## config.mk

```make
export PLATFORM = sky130hd
export DESIGN_NAME = url_percent_decoder
export DESIGN_NICKNAME = d
export VERILOG_FILES = /design/src/rtl/upd_pkg.sv /design/src/rtl/url_percent_decoder.sv
export VERILOG_INCLUDE_DIRS = /design/src /design/src/rtl
export SDC_FILE = /design/constraint.sdc
export NUM_CORES = 1
export LEC_CHECK = 0
export ABC_AREA = 1
export BUFFER_PORTS_ARGS = -buffer_cell sky130_fd_sc_hd__buf_2
export CAP_MARGIN = 20
export CELL_PAD_IN_SITES_DETAIL_PLACEMENT = 0
export CELL_PAD_IN_SITES_GLOBAL_PLACEMENT = 2
export CORE_UTILIZATION = 39
export CTS_CLUSTER_DIAMETER = 60
export DETAILED_ROUTE_END_ITERATION = 8
export PLACE_DENSITY_LB_ADDON = 0.3
export SYNTH_ARGS = -nofsm -noshare
export SYNTH_HDL_FRONTEND = slang
export SYNTH_SLANG_ARGS = --single-unit
```

## constraint.sdc

```tcl
create_clock -name aclk -period 10.7 [get_ports aclk]
set_input_delay 0 -clock aclk [delete_from_list [all_inputs] [get_ports aclk]]
set_output_delay 0 -clock aclk [all_outputs]
set_load 0.005 [all_outputs]
```

## src/rtl/url_percent_decoder_defines.svh

```systemverilog
// Assertion macros shared by the url_percent_decoder RTL.
// Every macro expects aclk and aresetn in scope.
`ifndef URL_PERCENT_DECODER_DEFINES_SVH
`define URL_PERCENT_DECODER_DEFINES_SVH

// Checks that cons holds in the same cycle as ante.
`define UPD_ASSERT_NOW(label, ante, cons, msg) \
    label: assert property (@(posedge aclk) disable iff (!aresetn) \
        (ante) |-> (cons)) else $error(msg);

// Checks that cons holds in the cycle after ante.
`define UPD_ASSERT_NEXT(label, ante, cons, msg) \
    label: assert property (@(posedge aclk) disable iff (!aresetn) \
        (ante) |=> (cons)) else $error(msg);

`endif

```

## src/rtl/upd_pkg.sv

```systemverilog
`timescale 1ns / 1ps
`default_nettype none
// ----------------------------------------------------------------------------
// upd_pkg
// Types, character constants and helper functions of the URL percent decoder.
// ----------------------------------------------------------------------------
package upd_pkg;

    localparam int unsigned OUT_DEPTH   = 4;
    localparam int unsigned MAX_RESULTS = 3;

    localparam logic [7:0] CH_PLUS  = 8'h2B;
    localparam logic [7:0] CH_PCT   = 8'h25;
    localparam logic [7:0] CH_SPACE = 8'h20;
    localparam logic [7:0] CH_ZERO  = 8'h30;
    localparam logic [7:0] CH_NINE  = 8'h39;
    localparam logic [7:0] CH_UA    = 8'h41;
    localparam logic [7:0] CH_UF    = 8'h46;
    localparam logic [7:0] CH_LA    = 8'h61;
    localparam logic [7:0] CH_LF    = 8'h66;
    localparam int unsigned LEAD_BIT = 7;

    typedef enum logic [1:0] {
        PH_PLAIN = 2'd0,
        PH_LEAD  = 2'd1,
        PH_PCT   = 2'd2,
        PH_PCT1  = 2'd3
    } phase_t;

    typedef struct packed {
        logic [7:0] in_byte;
        logic       in_last;
    } in_item_t;

    typedef struct packed {
        logic [7:0] out_byte;
        logic       run_end;
        logic       string_end;
    } out_item_t;

    // Outcome of pushing one byte through the plain decoder.
    typedef struct packed {
        phase_t     phase;
        logic       emit;
        logic [7:0] data;
    } feed_t;

    // Value of a hex digit in bits 3:0; bit 4 set means not a hex digit.
    function automatic logic [4:0] hex_value(input logic [7:0] c);
        logic [4:0] v;
        if (c >= CH_ZERO && c <= CH_NINE) begin
            v = {1'b0, c[3:0]};
        end else if ((c >= CH_UA && c <= CH_UF) || (c >= CH_LA && c <= CH_LF)) begin
            v = {1'b0, c[3:0] + 4'd9};
        end else begin
            v = 5'h10;
        end
        return v;
    endfunction

    function automatic feed_t feed(input phase_t ph, input logic [7:0] b);
        feed_t f;
        f.phase = PH_PLAIN;
        f.emit  = 1'b0;
        f.data  = b;
        case (ph)
            PH_LEAD: begin
                f.emit = 1'b1;
            end
            PH_PCT: begin
                f.phase = PH_PCT1;
            end
            default: begin
                if (b[LEAD_BIT]) begin
                    f.emit  = 1'b1;
                    f.phase = PH_LEAD;
                end else if (b == CH_PLUS) begin
                    f.emit = 1'b1;
                    f.data = CH_SPACE;
                end else if (b == CH_PCT) begin
                    f.phase = PH_PCT;
                end else begin
                    f.emit = 1'b1;
                end
            end
        endcase
        return f;
    endfunction

endpackage
`default_nettype wire

```

## src/rtl/url_percent_decoder.sv

```systemverilog
`timescale 1ns / 1ps
`default_nettype none
// A decoded result is registered before it leaves the decoder, and the
// decoder takes one encoded byte per cycle in steady state. Each byte yields
// zero to three results, which go into a four-entry result queue drained at
// one result per cycle while m_ready is high; a byte is taken whenever that
// queue holds at most one result, so a malformed escape that expands to three
// results holds the input while the queue drains.
// ----------------------------------------------------------------------------
// url_percent_decoder
// Streaming URL percent decoder with double-byte lead handling.
// ----------------------------------------------------------------------------
`include "url_percent_decoder_defines.svh"

module url_percent_decoder (
    input  wire logic              aclk,
    input  wire logic              aresetn,
    input  wire logic              s_valid,
    output logic                   s_ready,
    input  wire upd_pkg::in_item_t s_item,
    output logic                   m_valid,
    input  wire logic              m_ready,
    output upd_pkg::out_item_t     m_item
);

    localparam int unsigned FillW = $clog2(upd_pkg::OUT_DEPTH + 1);
    localparam int unsigned NewW  = $clog2(upd_pkg::MAX_RESULTS + 1);

    upd_pkg::phase_t    phase_reg, phase_next;
    logic [7:0]         held_reg, held_next;
    upd_pkg::out_item_t slots_reg [upd_pkg::OUT_DEPTH];
    upd_pkg::out_item_t slots_next [upd_pkg::OUT_DEPTH];
    logic [FillW-1:0]   fill_reg, fill_next;

    upd_pkg::out_item_t new_items [upd_pkg::MAX_RESULTS];
    logic [NewW-1:0]    new_cnt;

    logic push, pop;
    logic esc_ok;
    logic [FillW-1:0] base;

    assign s_ready = (fill_reg <= FillW'(1));
    assign m_valid = (fill_reg != '0);
    assign m_item  = slots_reg[0];
    assign push    = s_valid && s_ready;
    assign pop     = m_valid && m_ready;

    always_comb begin : esc_check
        logic [4:0] hi_val, lo_val;
        hi_val = upd_pkg::hex_value(held_reg);
        lo_val = upd_pkg::hex_value(s_item.in_byte);
        esc_ok = !hi_val[4] && !lo_val[4] && ({hi_val[3:0], lo_val[3:0]} != 8'h00);
    end

    // Next decoder state.
    always_comb begin : state_next
        upd_pkg::feed_t f_held, f_new;
        upd_pkg::phase_t ph_in;
        f_held = upd_pkg::feed(upd_pkg::PH_PLAIN, held_reg);
        ph_in  = (phase_reg == upd_pkg::PH_PCT1) ? f_held.phase : phase_reg;
        f_new  = upd_pkg::feed(ph_in, s_item.in_byte);
        phase_next = phase_reg;
        held_next  = held_reg;
        if (push) begin
            if (s_item.in_last || (phase_reg == upd_pkg::PH_PCT1 && esc_ok)) begin
                phase_next = upd_pkg::PH_PLAIN;
                held_next  = '0;
            end else begin
                phase_next = f_new.phase;
                held_next  = (ph_in == upd_pkg::PH_PCT) ? s_item.in_byte : 8'h00;
            end
        end
    end

    // Results caused by the byte on the input channel.
    always_comb begin : result_build
        upd_pkg::feed_t  f_held, f_new;
        upd_pkg::phase_t ph_end;
        logic [4:0]      hi_val, lo_val;
        logic [7:0]      bytes [upd_pkg::MAX_RESULTS];
        logic [NewW-1:0] n;
        hi_val = upd_pkg::hex_value(held_reg);
        lo_val = upd_pkg::hex_value(s_item.in_byte);
        n      = '0;
        bytes  = '{default: 8'h00};
        ph_end = upd_pkg::PH_PLAIN;
        f_held = upd_pkg::feed(upd_pkg::PH_PLAIN, held_reg);
        f_new  = '0;
        if (phase_reg == upd_pkg::PH_PCT1) begin
            if (esc_ok) begin
                bytes[n] = {hi_val[3:0], lo_val[3:0]};
                n = n + NewW'(1);
            end else begin
                bytes[n] = upd_pkg::CH_PCT;
                n = n + NewW'(1);
                if (f_held.emit) begin
                    bytes[n] = f_held.data;
                    n = n + NewW'(1);
                end
                f_new = upd_pkg::feed(f_held.phase, s_item.in_byte);
                if (f_new.emit) begin
                    bytes[n] = f_new.data;
                    n = n + NewW'(1);
                end
                ph_end = f_new.phase;
            end
        end else begin
            f_new = upd_pkg::feed(phase_reg, s_item.in_byte);
            if (f_new.emit) begin
                bytes[n] = f_new.data;
                n = n + NewW'(1);
            end
            ph_end = f_new.phase;
        end
        // A percent escape cut short by the end of the string goes out raw.
        if (s_item.in_last) begin
            if (ph_end == upd_pkg::PH_PCT || ph_end == upd_pkg::PH_PCT1) begin
                bytes[n] = upd_pkg::CH_PCT;
                n = n + NewW'(1);
            end
            if (ph_end == upd_pkg::PH_PCT1) begin
                bytes[n] = s_item.in_byte;
                n = n + NewW'(1);
            end
        end
        new_cnt = n;
        for (int k = 0; k < upd_pkg::MAX_RESULTS; k++) begin
            new_items[k].out_byte   = bytes[k];
            new_items[k].run_end    = (NewW'(k + 1) == n);
            new_items[k].string_end = (NewW'(k + 1) == n) && s_item.in_last;
        end
    end

    // Result queue: slot 0 is the head; new results land behind the survivors.
    always_comb begin : queue_next
        logic [FillW-1:0] off;
        base = fill_reg - FillW'(pop);
        for (int i = 0; i < upd_pkg::OUT_DEPTH; i++) begin
            off = FillW'(i) - base;
            slots_next[i] = slots_reg[i];
            if (FillW'(i) < base) begin
                if (pop && i + 1 < upd_pkg::OUT_DEPTH) begin
                    slots_next[i] = slots_reg[(i + 1) % upd_pkg::OUT_DEPTH];
                end
            end else if (push && off < FillW'(new_cnt)) begin
                slots_next[i] = new_items[off[NewW-1:0]];
            end
        end
        fill_next = base + (push ? FillW'(new_cnt) : FillW'(0));
    end

    always_ff @(posedge aclk) begin
        if (!aresetn) begin
            phase_reg <= upd_pkg::PH_PLAIN;
            held_reg  <= '0;
            fill_reg  <= '0;
        end else begin
            phase_reg <= phase_next;
            held_reg  <= held_next;
            fill_reg  <= fill_next;
        end
    end

    always_ff @(posedge aclk) begin
        slots_reg <= slots_next;
    end

    `UPD_ASSERT_NOW(a_fill_bound, 1'b1, fill_reg <= FillW'(upd_pkg::OUT_DEPTH),
        "result queue overfilled")
    `UPD_ASSERT_NOW(a_last_has_result, push && s_item.in_last, new_cnt != '0,
        "string end produced no result")
    `UPD_ASSERT_NEXT(a_last_resets, push && s_item.in_last,
        phase_reg == upd_pkg::PH_PLAIN && held_reg == 8'h00,
        "decoder not back in plain text after string end")
    `UPD_ASSERT_NOW(a_held_clear, phase_reg != upd_pkg::PH_PCT1, held_reg == 8'h00,
        "held digit kept outside escape")
    `UPD_ASSERT_NOW(a_end_is_run_end, m_valid && m_item.string_end, m_item.run_end,
        "string end without run end")

endmodule
`default_nettype wire
```

==> flow_metrics.tcl <==
set metrics [dict create \
    status "complete, no violations" \
    r2r_start "held_reg[0]" \
    worst_pin_slew_ns 1.02 \
    die_w_um 113 \
    crit_arrival_ns 4.33 \
    core_area_mm2 0.0120 \
    fin_crit_sh_pct 40.4 \
    io_pins 25 \
    layout_common_cells "nand2_1 (200), nand3_1 (104), inv_1 (56)" \
    power.density_mw_per_mm2 293 \
    largest_register_ff_count 30 \
    tns_ns 0 \
    fillCellCount 1266 \
    top_usage_layer "met2" \
    grt_pass1_vias 4337 \
    min_period_ns 4.32 \
    layout-drive-gt1-share_pct 15.9 \
    critPathMaxFanout 10 \
    yosysWarnings 0 \
    cp.required_ns 10.70 \
    antenna_found_initial 0 \
    cap_violations 0 \
    met2_usage_pct 38.5 \
    grt_max_degree 36 \
    peakVddDrop_v 0.000127 \
    syn2layout_area_growth_pct 6.79 \
    synth-async-reset-ratio_pct 0 \
    wl_um 13600 \
    synth-edff-count 40 \
    die_h_um 113 \
    setup.worst_path.start "held_reg[0]" \
    r2r_end "slots_reg[10]" \
    ys_seq_area_share_pct 30.4 \
    cts.sinks 53 \
    multi_input_area_mm2 0.00287 \
    end_kind "register" \
    regArea_mm2 0.00146 \
    wl_per_cell_um 16.3 \
    netlist_area_mm2 0.00481 \
    worstSetupStartpointType "register" \
    postSynthCellCount 685 \
    synth_seq_cells 53 \
    crit_path_end "slots_reg[10]" \
    globalplace.congestion 0.924 \
    h-tree-depth 2 \
    maxSlewViolCount 0 \
    final_util_pct 42.8 \
    grt_setup_unrepaired "no" \
    nets 727 \
    setup_viol 0 \
    stdcell_area_mm2 0.00513 \
    grt_overflow_total 0 \
    clk_latency_ns 0.31 \
    grt_use_met1_pct 30.4 \
    firstDrtPassIters 5 \
    cts.path.max_buffers 2 \
    syn_avg_cell_area_um2 7.02 \
    start_util_pct 40.0 \
    remaining_drc_errors 0 \
    dp_hpwl_um 10500 \
    numCtsBuffers 5 \
    grt_use_met3_pct 2.95 \
    p_leak_uw 0.00234 \
    ys_types 46 \
    setup.worst_path.class "register to register" \
    grt_usage_pct 22.6 \
    cts_tree "yes" \
    hold_class "input pin to register" \
    io_buffers 24 \
    grt_pass1_wl_um 22400 \
    fmax_mhz 231 \
    die_area_mm2 0.0128 \
    reg2reg_setup_slack_ns 6.38 \
    vias_per_cell 5.42 \
    final_common_cell "nand2_1" \
    rows 40 \
    relSlewSlack_pct 32.2 \
    num_vias 4519 \
    n_antenna_cell 0 \
    drt_iter0_drc 272 \
    synth_flop_cell "edfxtp_1" \
    synth_fp_nets 726 \
    hold_viol_final 0 \
    place_area_mm2 0.00496 \
    clkSlewWorstSetupHoldPaths_ns 0.08 \
    p_total_uw 1500 \
    drtAntennaViolNets 0 \
    post_cts_buffers 0 \
    cts_root_buffer "clkbuf_16" \
    reg2regPathDepth 26 \
    finalClockSkew_ns 0.0114 \
]
==> logic make-up (layout without fill, tap and decap cells) <==
| family | Yosys count | count (layout) | synth area share (%) |
|---|---|---|---|
| xor gates and xnor gates | 4 | 4 | 0.729 |
| AOI/OAI and AO/OA | 87 | 87 | 11.1 |
| DFF | 53 | 53 | 30.4 |
| adders and majority gates | 28 | 28 | 7.44 |
| buffers and inverters | 111 | 113 | 10.0 |
| and+or+nand+nor | 402 | 402 | 40.3 |
==> synthesized netlist by cell type (2+ instances only) <==
cell      number  share of area (%)
nand2_1      200                 16
nand3_1      104                 11
inv_1         56                4.4
edfxtp_1      40                 25
nor2_1        40                3.1
a21oi_1       27                2.8
ha_1          27                7.0
o21ai_0       27                2.8
clkbuf_1      14                1.1
dfxtp_1       13                5.4
inv_2         13                1.0
nand4_1       12                1.6
buf_2         10                1.0
buf_4         10                1.6
nand2_2       10                1.3
nand2_4        9                2.1
nand3_2        8                1.7
o22ai_1        8                1.0
o21ai_1        7               0.73
o21ai_2        6                1.1
nor2_2         5               0.65
a21oi_2        4               0.73
clkinv_1       3               0.23
inv_4          3               0.39
nor2_4         3               0.70
xor2_1         3               0.55
nand2_8        2               0.83
nor3_1         2               0.21
or2_2          2               0.26
==> power breakdown <==
part	internal, uW	leakage [uW]	switching (uW)
Combinational	280	0.00178	635
Clock	111	0.0000810	83.5
Sequential	373	0.000482	19.6
Total	764	0.00234	738
==> metal layers <==
layer  vias to the layer above  part of all wire [%]  wire length [um]
li1                       2267                     -                 -
met1                      2140                    48              6520
met2                        99                    47              6330
met3                        13                   3.9               524
met4                         0                   1.4               191
met5                         -                     0                 0
==> stage by stage <==
stage | worst slack (ns) | cells | hold WS, ns
6_report | 6.38 | 834 | 0.118
5_1_grt | 6.04 | 834 | 0.140
4_1_cts | 6.43 | 834 | 0.108
3_5_place_dp | 6.48 | 825 | 0.223
3_3_place_gp | 6.55 | 825 | 0.215
2_1_floorplan | 6.47 | 685 | 0.0935
==> timing repair <==
action,CTS,global route
hold buffers,1,0
endpoints found under the hold margin,2,0
resized for setup,0,0
==> critical path: stages, from the launching register on <==
cell and delay, ns:
dfxtp_1 0.42, inv_1 0.12, ha_1 0.24, nor2_1 0.16, o21ai_0 0.15, nand3_1 0.10, nand2_1 0.05, inv_1 0.07
nand2_1 0.05, nor2_1 0.08, nand2_1 0.10, nand2_4 0.13, nand2_4 0.12, ha_1 0.29, or2_1 0.26, nand2_4 0.10
inv_1 0.06, ha_1 0.27, nor2_1 0.14, nor2_2 0.09, nand2_8 0.12, nand2_4 0.08, ha_1 0.21, nor3_1 0.20
nand3_1 0.09, o21ai_0 0.09, buf_4 0.24
==> final cells by class <==
class                      instances  area share, %
clock buffer                       6           2.51
multi-input combinational        521           55.8
clock inverter                     2          0.755
timing repair buffer              30           3.27
inverter                          75           5.63
tap                              147           3.58
sequential                        53           28.5
==> how the worst min path moves through the flow <==
stage	cells after the start	startpoint	slack [ns]	endpoint
after global routing	5	s_item[5]	0.14	held_reg[4]
after global placement	3	aresetn	0.22	fill_reg[0]
final	5	s_item[5]	0.12	held_reg[4]
after detailed placement	3	aresetn	0.22	fill_reg[0]
after CTS	5	s_item[5]	0.11	held_reg[4]
after floorplan	2	aresetn	0.09	fill_reg[0]
Power figures use the tool's default switching activity.
